==> config.mk <==
export PLATFORM = sky130hd
export DESIGN_NAME = kufef_seq
export DESIGN_NICKNAME = d
export VERILOG_FILES = /design/src/rtl/kufef_pkg.sv /design/src/rtl/kufef_seq.sv
export SDC_FILE = /design/constraint.sdc
export NUM_CORES = 1
export LEC_CHECK = 0
export BUFFER_PORTS_ARGS = -buffer_cell sky130_fd_sc_hd__buf_2
export CAP_MARGIN = 20
export CORE_UTILIZATION = 40
export CTS_BUF_LIST = sky130_fd_sc_hd__clkbuf_8
export CTS_CLUSTER_DIAMETER = 100
export CTS_CLUSTER_SIZE = 20
export DETAILED_ROUTE_END_ITERATION = 6
export PLACE_DENSITY = 0.63
export SYNTH_ARGS = -nofsm -noshare
export SYNTH_HDL_FRONTEND = slang
export SYNTH_SLANG_ARGS = --single-unit
export TNS_END_PERCENT = 10
==> constraint.sdc <==
create_clock -name i_clk -period 3.2 [get_ports i_clk]
set_clock_uncertainty 0.1 [all_clocks]
set_input_delay 0.16 -clock i_clk [delete_from_list [all_inputs] [get_ports i_clk]]
set_output_delay 0.16 -clock i_clk [all_outputs]
set_load 0.05 [all_outputs]
==> src/rtl/kufef_pkg.sv <==
`timescale 1ns / 1ps
// shared types and constants for the kruskal union-find edge filter
package kufef_pkg;

    localparam int MAX_VERTICES = 1024;
    localparam int VERTEX_W     = $clog2(MAX_VERTICES);
    localparam int INDEX_W      = VERTEX_W + 1;
    localparam int CFG_W        = 11;
    localparam int RANK_W       = 4;
    localparam int COUNT_W      = 10;
    localparam int WEIGHT_W     = 16;

    typedef logic [VERTEX_W-1:0] t_vertex;
    typedef logic [INDEX_W-1:0]  t_index;
    typedef logic [RANK_W-1:0]   t_rank;
    typedef logic [COUNT_W-1:0]  t_count;

    localparam t_rank  RANK_MAX   = {RANK_W{1'b1}};
    localparam t_rank  RANK_INC   = t_rank'(1);
    localparam t_count COUNT_MAX  = {COUNT_W{1'b1}};
    localparam t_count COUNT_INC  = t_count'(1);
    localparam t_index INDEX_INC  = t_index'(1);
    localparam t_index INDEX_FULL = t_index'(MAX_VERTICES);

    // action codes
    localparam logic ACT_CLEAR = 1'b0;
    localparam logic ACT_EDGE  = 1'b1;

    // requests from the sequencer to the parent and rank stores
    typedef struct packed {
        logic    p_we;
        t_vertex p_waddr;
        t_vertex p_wdata;
        t_vertex p_raddr;
        logic    r_we;
        t_vertex r_waddr;
        t_rank   r_wdata;
        t_vertex r_raddr;
    } t_store_req;

    // registered read data back from the stores
    typedef struct packed {
        t_vertex p_rdata;
        t_rank   r_rdata;
    } t_store_rsp;

endpackage

==> src/rtl/kufef_seq.sv <==
`timescale 1ns / 1ps
// sequencer: clear sweep, root walks with path compression, union by rank
module kufef_seq (
    input  logic                    i_clk,
    input  logic                    i_rst_n,
    input  logic                    i_start,
    input  logic                    i_action,
    input  kufef_pkg::t_vertex      i_vertex_a,
    input  kufef_pkg::t_vertex      i_vertex_b,
    input  logic [kufef_pkg::WEIGHT_W-1:0] i_weight,
    input  kufef_pkg::t_index       i_active,
    input  kufef_pkg::t_store_rsp   i_rsp,
    output kufef_pkg::t_store_req   o_req,
    output logic                    o_busy,
    output logic                    o_valid,
    output logic                    o_accepted,
    output logic                    o_bad_vertex,
    output kufef_pkg::t_count       o_tree_edge_count,
    output logic                    o_all_unit_weight
);

    typedef enum logic [3:0] {
        ST_INIT,
        ST_IDLE,
        ST_CLEAR,
        ST_FIND_A,
        ST_CMP_A,
        ST_FIND_B,
        ST_CMP_B,
        ST_RANK,
        ST_JOIN
    } t_state;

    t_state             r_state, n_state;
    kufef_pkg::t_vertex r_cur, n_cur;
    kufef_pkg::t_vertex r_va, n_va;
    kufef_pkg::t_vertex r_vb, n_vb;
    kufef_pkg::t_vertex r_ra, n_ra;
    kufef_pkg::t_vertex r_rb, n_rb;
    kufef_pkg::t_rank   r_rka, n_rka;
    logic               r_heavy, n_heavy;
    kufef_pkg::t_index  r_idx, n_idx;
    kufef_pkg::t_index  r_limit, n_limit;
    kufef_pkg::t_count  r_count, n_count;
    logic               r_unit, n_unit;
    logic               r_valid, n_valid;
    logic               r_acc, n_acc;
    logic               r_bad, n_bad;

    kufef_pkg::t_vertex w_pd;
    kufef_pkg::t_rank   w_rkb;
    logic               w_accept;
    logic               w_bad_in;

    assign w_pd     = i_rsp.p_rdata;
    assign w_rkb    = i_rsp.r_rdata;
    assign w_accept = i_start && (r_state == ST_IDLE);
    assign w_bad_in = ({1'b0, i_vertex_a} >= i_active) || ({1'b0, i_vertex_b} >= i_active);

    always_comb begin
        n_state = r_state;
        n_cur   = r_cur;
        n_va    = r_va;
        n_vb    = r_vb;
        n_ra    = r_ra;
        n_rb    = r_rb;
        n_rka   = r_rka;
        n_heavy = r_heavy;
        n_idx   = r_idx;
        n_limit = r_limit;
        n_count = r_count;
        n_unit  = r_unit;
        n_valid = 1'b0;
        n_acc   = r_acc;
        n_bad   = r_bad;
        o_req   = '0;
        o_req.p_raddr = r_cur;
        o_req.r_raddr = r_ra;

        unique case (r_state)
            ST_INIT, ST_CLEAR: begin
                if (r_idx == r_limit) begin
                    n_state = ST_IDLE;
                    if (r_state == ST_CLEAR) begin
                        n_count = '0;
                        n_unit  = 1'b1;
                        n_acc   = 1'b0;
                        n_bad   = 1'b0;
                        n_valid = 1'b1;
                    end
                end else begin
                    // singleton set of rank zero
                    o_req.p_we    = 1'b1;
                    o_req.p_waddr = r_idx[kufef_pkg::VERTEX_W-1:0];
                    o_req.p_wdata = r_idx[kufef_pkg::VERTEX_W-1:0];
                    o_req.r_we    = 1'b1;
                    o_req.r_waddr = r_idx[kufef_pkg::VERTEX_W-1:0];
                    o_req.r_wdata = '0;
                    n_idx         = r_idx + kufef_pkg::INDEX_INC;
                end
            end
            ST_IDLE: begin
                if (w_accept) begin
                    if (i_action == kufef_pkg::ACT_CLEAR) begin
                        n_idx   = '0;
                        n_limit = i_active;
                        n_state = ST_CLEAR;
                    end else if (w_bad_in) begin
                        n_acc   = 1'b0;
                        n_bad   = 1'b1;
                        n_valid = 1'b1;
                    end else begin
                        n_va          = i_vertex_a;
                        n_vb          = i_vertex_b;
                        n_cur         = i_vertex_a;
                        n_heavy       = (i_weight > kufef_pkg::WEIGHT_W'(1));
                        o_req.p_raddr = i_vertex_a;
                        n_state       = ST_FIND_A;
                    end
                end
            end
            ST_FIND_A, ST_FIND_B: begin
                if (w_pd == r_cur) begin
                    // root found, restart from the endpoint to compress
                    if (r_state == ST_FIND_A) begin
                        n_ra    = r_cur;
                        n_cur   = r_va;
                        n_state = ST_CMP_A;
                    end else begin
                        n_rb    = r_cur;
                        n_cur   = r_vb;
                        n_state = ST_CMP_B;
                    end
                    o_req.p_raddr = n_cur;
                end else begin
                    n_cur         = w_pd;
                    o_req.p_raddr = w_pd;
                end
            end
            ST_CMP_A: begin
                if (w_pd == r_cur) begin
                    n_cur         = r_vb;
                    o_req.p_raddr = r_vb;
                    n_state       = ST_FIND_B;
                end else begin
                    o_req.p_we    = 1'b1;
                    o_req.p_waddr = r_cur;
                    o_req.p_wdata = r_ra;
                    n_cur         = w_pd;
                    o_req.p_raddr = w_pd;
                end
            end
            ST_CMP_B: begin
                if (w_pd == r_cur) begin
                    if (r_ra == r_rb) begin
                        n_acc   = 1'b0;
                        n_bad   = 1'b0;
                        n_valid = 1'b1;
                        n_state = ST_IDLE;
                    end else begin
                        o_req.r_raddr = r_ra;
                        n_state       = ST_RANK;
                    end
                end else begin
                    o_req.p_we    = 1'b1;
                    o_req.p_waddr = r_cur;
                    o_req.p_wdata = r_rb;
                    n_cur         = w_pd;
                    o_req.p_raddr = w_pd;
                end
            end
            ST_RANK: begin
                n_rka         = w_rkb;
                o_req.r_raddr = r_rb;
                n_state       = ST_JOIN;
            end
            ST_JOIN: begin
                o_req.p_we = 1'b1;
                if (r_rka > w_rkb) begin
                    o_req.p_waddr = r_rb;
                    o_req.p_wdata = r_ra;
                end else begin
                    o_req.p_waddr = r_ra;
                    o_req.p_wdata = r_rb;
                    if ((r_rka == w_rkb) && (w_rkb != kufef_pkg::RANK_MAX)) begin
                        o_req.r_we    = 1'b1;
                        o_req.r_waddr = r_rb;
                        o_req.r_wdata = w_rkb + kufef_pkg::RANK_INC;
                    end
                end
                if (r_count != kufef_pkg::COUNT_MAX) begin
                    n_count = r_count + kufef_pkg::COUNT_INC;
                end
                if (r_heavy) begin
                    n_unit = 1'b0;
                end
                n_acc   = 1'b1;
                n_bad   = 1'b0;
                n_valid = 1'b1;
                n_state = ST_IDLE;
            end
            default: begin
                n_state = ST_IDLE;
            end
        endcase
    end

    always_ff @(posedge i_clk) begin
        if (!i_rst_n) begin
            r_state <= ST_INIT;
            r_idx   <= '0;
            r_limit <= kufef_pkg::INDEX_FULL;
            r_count <= '0;
            r_unit  <= 1'b1;
            r_valid <= 1'b0;
            r_acc   <= 1'b0;
            r_bad   <= 1'b0;
        end else begin
            r_state <= n_state;
            r_idx   <= n_idx;
            r_limit <= n_limit;
            r_count <= n_count;
            r_unit  <= n_unit;
            r_valid <= n_valid;
            r_acc   <= n_acc;
            r_bad   <= n_bad;
        end
        r_cur   <= n_cur;
        r_va    <= n_va;
        r_vb    <= n_vb;
        r_ra    <= n_ra;
        r_rb    <= n_rb;
        r_rka   <= n_rka;
        r_heavy <= n_heavy;
    end

    assign o_busy            = (r_state != ST_IDLE);
    assign o_valid           = r_valid;
    assign o_accepted        = r_acc;
    assign o_bad_vertex      = r_bad;
    assign o_tree_edge_count = r_count;
    assign o_all_unit_weight = r_unit;

endmodule

# == Word-level counts from Yosys, hierarchy flattened ==
# Cells that the tools add are included.
# totals
out_inout_bits,71
reg_bits,95
# op_classes
reduce_logical,20
addsub,3
order_cmp,4
n_mux,61
bitwise,3
n_eq_ne,30
# op_table
op,count
$mux W10,11
$pmux W21 S4,1
$pmux W10 S4,2
$mux W15,3
$mux W21,2
$mux W11,3
$mux W31,1
$pmux W15 S2,1
$mux W4,7
$ne A2 B2 Y1 const B,14
$pmux W4 S6,1
$ge A10 B11 Y1,2
$pmux W11 S2,1
$eq A10 B10 Y1,2
$mux W1,20
$mux W20,1
$pmux W10 S2,1
$eq A4 B3 Y1 const B,4
$gt A16 B1 Y1 const B,1
$reduce_and A4 Y1,4
$pmux W1 S4,3
$add A11 B1 Y11 const B,1
$eq A11 B11 Y1,1
$add A10 B1 Y10 const B,1
other kinds (24),33

# == Logic depth before layout (Yosys ltp) ==
# Gate-level depths: netlist of the first run.
# depth
depth_word,6
depth_mapped,10

# == Least setup slack after synthesis of the first run ==
# OpenSTA, ideal clock, no wires.
# synth_timing
path_kind,reg2out
from,reg r_rka[1]
to,out o_req[45] (netlist name)
slack_ns,0.238
arrival_time_ns,2.702
stages_incl_launch_ff,9
path_buffers,1
path_cell_list,edfxtp_1 -> ha_1 -> nor2b_1 -> o21a_1 -> o21a_1 -> o21ai_1 -> buf_2 -> mux2i_1 -> o21ai_0
# synth_rtl
element,line_no,source
start: declaration,kufef_seq.sv:40,"kufef_pkg::t_rank r_rka, n_rka;"
start signal: assignment,kufef_seq.sv:233,r_rka <= n_rka;
end: declaration,kufef_seq.sv:13,"output kufef_pkg::t_store_req o_req,"

==> impl_results.md, run 1 <==
* Min-Delay Path Class: in -> reg
* RSZ-0062 raised after global routing: yes
* Status: completed
* RD Place Congestion at 0.865
* Yosys Warn Count at 0
* Detailed Route Iter0 Violations at 347
* Routed vias at 5,400
* Yosys cell types at 53
* Final slew viol count at 0
* Tcrit/Tclk final at 0.978
* Die Width at 122 um
* Initial antenna violation count at 0
* # H-tree levels at 3
* TritonCTS Buffers at 9
* Row Count at 43
* CP Capture Type: output port
* Final hold vios at 0
* Worst slew pin tran at 906 ps
* Wirelength per Cell at 17.0 um
* Antenna Cells at 0
* Slew HR at 0.379
* Post-synth top cells: nand2_1, edfxtp_1, dfxtp_1, xnor2_1, nor2_1
* VDD IR max at 0.165 mV
* Boundary Pins at 136
* Maximum Capacitance Violations at 0
* Mapped Area at 5720 um^2
* Top cells by area, synth: edfxtp_1, dfxtp_1, nand2_1
* Final HPWL DP at 12,500 um
* Static Leakage at 3.06 nW
* # DRC at 0
* GRT Overall Usage at 0.222
* First-pass GRT wire length at 25,500 um
* Setup WS pre-CTS at 367 ps
* Clk sinks at 95
* CP required at 2940 ps
* Post-synth top area cell: edfxtp_1
* Synth-to-layout area growth at 28.4%
* Synthesized instance count at 610
* Number of fill cells at 1,285
* CP arrival at 2870 ps
* Starting density of the core at 0.411
* Placed insts at 918
* CTS tree: yes
* Share of cells above drive strength 1 at 0.247
* Mean post-synth cell area at 9.38 um^2
* CP max FO at 18
* Bufs on Longest Clock Path at 2
* EDFF count, synth at 55
* Minimum period implied by the final worst setup slack at 3130 ps
* Die H at 122 um
* Routed WL at 16,700 um
* Max Clock Freq at 319 MHz
* Non-filler cells in the finished layout at 978
* Die area at 14,800 um^2
* Vias in the first global route at 5,022
* Post-synthesis sequential area ratio at 0.429
* Primary FF master, synth: edfxtp_1
* Flop2flop setup slack at 560 ps
* Final ANT Viol Nets at 0
* Clock Latency Late Sink at 360 ps
* Critical path type: in -> out
* Post-synth top area share at 0.289
* Final setup fails at 0
* Yosys reg bits at 95
* Drt via density at 5.52
* Pwr/cell area at 318 nW/um^2
* Syn Nets at 702
* Ys async rst share at 0
* First-pass DRT Iterations at 5
* Pin count of the biggest net entering global routing at 36
* Clk slew on worst S/H paths at 90 ps
* Total grt overflow at 0
* Nets at 885
* Root buffer cell: clkbuf_8
* Min setup slack post-route at 69.5 ps
* Most frequent cell after synthesis: nand2_1
* Core area at 13,900 um^2
* Port buffer count at 134
* Startpoint Class: primary input
cell usage in the layout (no fill, tap or decap), drive strengths merged, types with 8 or more instances in the layout:
master / Yosys / layout
o22ai: 8 / 8
edfxtp: 55 / 55
ha: 27 / 27
dfxtp: 40 / 40
a21o: 14 / 14
mux2i: 23 / 23
and2: 15 / 15
a22oi: 10 / 10
nand2: 99 / 99
clkbuf: 14 / 10
xnor2: 40 / 40
inv: 18 / 19
dlygate4sd3: 0 / 39
nor2: 39 / 39
nor3: 13 / 13
nand4: 14 / 14
a21oi: 38 / 38
nand3: 12 / 12
buf: 14 / 160
o21ai: 35 / 35
a221o: 18 / 18
routing by layer:
metal  part of all wire  wire length (um)  GRT usage  up-vias
met4              0.020               334     0.0772        0
met2               0.45              7550      0.358      230
met3              0.061              1020     0.0300       28
met5                  0                 0          0        -
li1                   -                 -          -     2592
met1               0.47              7760      0.305     2550
stage by stage:
step | total power (W) | TNS (ps) | hold slack [ps] | util | area, um^2
after floorplan | 0.00145 | 0 | 159 | - | 5720
after global placement | 0.00154 | 0 | 265 | 0.478 | 6660
after detailed placement | 0.00155 | 0 | 257 | 0.478 | 6660
after CTS | 0.00235 | 0 | 77.6 | 0.520 | 7240
after global routing | 0.00243 | -15.5 | 94.0 | 0.527 | 7340
final | 0.00234 | 0 | 86.6 | 0.527 | 7340
cells by family after synthesis:
| logic type | count (synthesis) | synth area share |
|---|---|---|
| xor gates and xnor gates | 46 | 0.0704 |
| muxes | 23 | 0.0402 |
| and+or+nand+nor | 232 | 0.200 |
| buffers and inverters | 47 | 0.0350 |
| adders and majority gates | 27 | 0.0590 |
| AOI/OAI and AO/OA | 140 | 0.166 |
| DFF | 95 | 0.429 |
final timing paths:
| path | cells after the start | end | start |
|---|---|---|---|
| max | 12 | o_req[27] | i_vertex_a[1] |
| max reg2reg | 7 | o_tree_edge_count[5] | r_state[2] |
| min reg2reg | 2 | o_accepted | o_accepted |
| min | 2 | r_cur[2] | i_vertex_a[2] |
power by group:
part | switching (W) | internal, W
registers | 0.00000760 | 0.00128
logic | 0.000154 | 0.000123
clock network | 0.000413 | 0.000356
what timing repair did:
action | CTS | global route
hold buffers | 39 | 0
endpoints found under the setup margin | 0 | 14
setup buffers | 0 | 4
gates resized for setup | 0 | 11
endpoints found under the hold margin | 36 | 0
layout make-up:
cell class | instances | area, um^2 | share of cell area
multi-input combinational | 468 | 3110 | 0.424
sequential | 95 | 2450 | 0.334
timing repair buffer | 200 | 1300 | 0.176
tap | 180 | 225 | 0.0307
clock buffer | 9 | 124 | 0.0169
inverter | 19 | 71.3 | 0.00971
clock inverter | 7 | 65.1 | 0.00886
registers in the layout, indices dropped and copies added (netlist names):
name	flops
o_accepted	1
o_all_unit_weight	1
o_bad_vertex	1
o_tree_edge_count	10
o_valid	1
r_cur	10
r_heavy	1
r_idx	11
r_limit	11
r_ra	10
r_rb	10
r_rka	4
r_state	4
r_va	10
r_vb	10
worst max-delay path, stage by stage:
cell	delay, ps
dlygate4sd3_1	540
buf_2	160
ha_1	280
nand2_1	40
o21ai_0	230
a21oi_2	120
o22ai_2	270
nor3_4	90
buf_12	170
o21ai_2	290
a221o_1	240
buf_2	270
No activity file was read; power rests on OpenSTA's default activity.
==> run 2: changes to the inputs <==
- CELL_PAD_IN_SITES_DETAIL_PLACEMENT: default -> 1
- CELL_PAD_IN_SITES_GLOBAL_PLACEMENT: default -> 2
- CORE_UTILIZATION: 40 -> 34
- PLACE_DENSITY: 0.63 -> 0.84
==> run 2 against run 1 <==
Compared with the run above:
- the run now ends with setup timing left
- routed wire length increased by 13%
- critical path depth shrank 2
- via count down 0.85%
- worst hold slack lost 13 ps
- flip-flop and latch count stayed put
==> impl_results.md, run 2 (synthesis gave the netlist of run 1 again) <==
* Detailed Route Iter0 Violations at 230 (was 347)
* Met3 WL post-DR at 857 um (was 1020 um)
* Routed WL at 18,800 um (was 16,700 um)
* Critical path type: in -> out (unchanged)
* VDD IR max at 0.188 mV (was 0.165 mV)
* Root buffer cell: clkbuf_8 (unchanged)
* Final hold vios at 0 (unchanged)
* Min setup slack post-route at -2.62 ps (was 69.5 ps)
* Worst slew pin tran at 768 ps (was 906 ps)
* Total grt overflow at 0 (unchanged)
* Share of cells above drive strength 1 at 0.239 (was 0.247)
* Status: finished with violations (was completed)
* Final setup fails at 1 (was 0)
* Port buffer count at 134 (unchanged)
* Clk sinks at 95 (unchanged)
* Clock Latency Late Sink at 400 ps (was 360 ps)
* Min-Delay Path Class: in -> reg (unchanged)
* CP max FO at 18 (unchanged)
* CP required at 2940 ps (about the same)
* CP arrival at 2940 ps (was 2870 ps)
* Pin count of the biggest net entering global routing at 36 (unchanged)
* Final ANT Viol Nets at 0 (unchanged)
* Met2 routed WL at 9310 um (was 7550 um)
* GRT Overall Usage at 0.218 (was 0.222)
* Post-Route M1 WL at 8210 um (was 7760 um)
* Seq pwr share at 0.552 (about the same)
* Commonest non-fill, non-tap cell in the layout: buf_2 (unchanged)
* Net Sw Frac at 0.259 (was 0.246)
* Combinational Power Share at 0.122 (was 0.119)
* # DRC at 0 (unchanged)
* Violated checks: setup timing
* Pwr Total at 0.00234 W (about the same)
* Drt via density at 5.30 (was 5.52)
* DP Area at 6690 um^2 (was 6660 um^2)
* Switching power at 0.000605 W (was 0.000575 W)
* Max Clock Freq at 312 MHz (was 319 MHz)
* Boundary Pins at 136 (unchanged)
* Minimum period implied by the final worst setup slack at 3200 ps (was 3130 ps)
* Clk network pwr share at 0.326 (was 0.329)
* Final slew viol count at 0 (unchanged)
* Antenna Cells at 0 (unchanged)
* First-pass GRT wire length at 29,500 um (was 25,500 um)
* TritonCTS Buffers at 9 (unchanged)
* Static Leakage at 3.03 nW (was 3.06 nW)
* Initial antenna violation count at 0 (unchanged)
* First-pass DRT Iterations at 6 (was 5)
* Die Width at 132 um (was 122 um)
* Slew HR at 0.488 (was 0.379)
* Die area at 17,400 um^2 (was 14,800 um^2)
* Top Registers: r_idx (11), r_limit (11) (unchanged)
* Final cell area excluding filler cells at 7400 um^2 (was 7340 um^2)
* Non-filler cells in the finished layout at 1,011 (was 978)
* Pwr/cell area at 316 nW/um^2 (was 318 nW/um^2)
* Routed vias at 5,354 (was 5,400)
* Row Count at 47 (was 43)
* Starting density of the core at 0.346 (was 0.411)
* CP Capture Type: output port (unchanged)
* Maximum Capacitance Violations at 0 (unchanged)
* Die H at 132 um (was 122 um)
* Core area at 16,500 um^2 (was 13,900 um^2)
* Placed insts at 953 (was 918)
* Vias in the first global route at 5,628 (was 5,022)
* Startpoint Class: primary input (unchanged)
* Clk slew on worst S/H paths at 90 ps (about the same)
* Setup WS pre-CTS at 373 ps (was 367 ps)
* # H-tree levels at 3 (unchanged)
* Bufs on Longest Clock Path at 2 (unchanged)
* Wirelength per Cell at 18.6 um (was 17.0 um)
* Uppermost layer routed: met4 (unchanged)
* Final HPWL DP at 14,200 um (was 12,500 um)
* Pint at 0.00173 W (was 0.00176 W)
* RD Place Congestion at 0.945 (was 0.865)
* CTS tree: yes (unchanged)
* Nets at 878 (was 885)
* Synth-to-layout area growth at 29.4% (was 28.4%)
* Tcrit/Tclk final at 1.00 (was 0.978)
* Highest-count cells in the layout ignoring fill and taps: buf_2, nand2_1, edfxtp_1 (unchanged)
* RSZ-0062 raised after global routing: yes (unchanged)
## run 2: cell types whose count changed in the layout (fill, tap and decap cells not counted), sizes merged
cell / delta
buf: -9
clkbuf: +4
clkinv: -4
inv: +3
bufinv: -1
## run 2: power groups by stage
stage               logic, W  registers, W  clock network [W]
floorplan           0.000137       0.00132                  0
global placement    0.000231       0.00132                  0
detailed placement  0.000242       0.00132                  0
CTS                 0.000276       0.00129           0.000781
global route        0.000309       0.00129           0.000820
finish              0.000285       0.00129           0.000764
## run 2: path summary, 6_finish.rpt
kind,from,to,slack (ps),depth (start not counted)
max,i_vertex_a[9],o_req[32],-3,10
max reg2reg,r_state[0],r_limit[10],690,6
min reg2reg,o_all_unit_weight,o_all_unit_weight,370,1
min,i_vertex_a[2],r_cur[2],70,2
## run 2: what timing repair did
action,4_1_cts,5_1_grt
hold buffers,39,0
cloned,0,1
buffers inserted,0,2
endpoints found under the setup margin,10,28
hold endpoints to repair,36,0
resized for setup,3,32
pin swaps,0,4
## run 2: metrics by stage
stage	utilization	TNS [ps]	hold slack, ps
finish	0.448	-2.62	73.4
floorplan	-	0	159
global placement	0.405	0	267
global route	0.448	-327	71.6
detailed placement	0.405	0	268
CTS	0.440	0	58.6
## run 2: final cells by class
cell class	instances	area (um^2)
Tap cell	220	275
Multi-Input combinational cell	468	3100
Fill cell	1943	9120
Clock inverter	5	30.0
Inverter	19	71.3
Timing Repair Buffer	193	1330
Clock buffer	11	151
Sequential cell	95	2450
## run 2: per-layer routing
layer  up-vias  global-route usage
met5         -                   0
met4         0               0.100
met3        30              0.0285
met2       164               0.372
met1      2586               0.273
li1       2574                   -
## run 2: worst max-delay path: stages
cell           delay (ps)
dlygate4sd3_1         520
buf_2                 150
ha_1                  340
a2111oi_2             370
o22ai_1               230
nor3_4                260
buf_12                200
o21ai_2               130
a221o_1               350
buf_2                 220
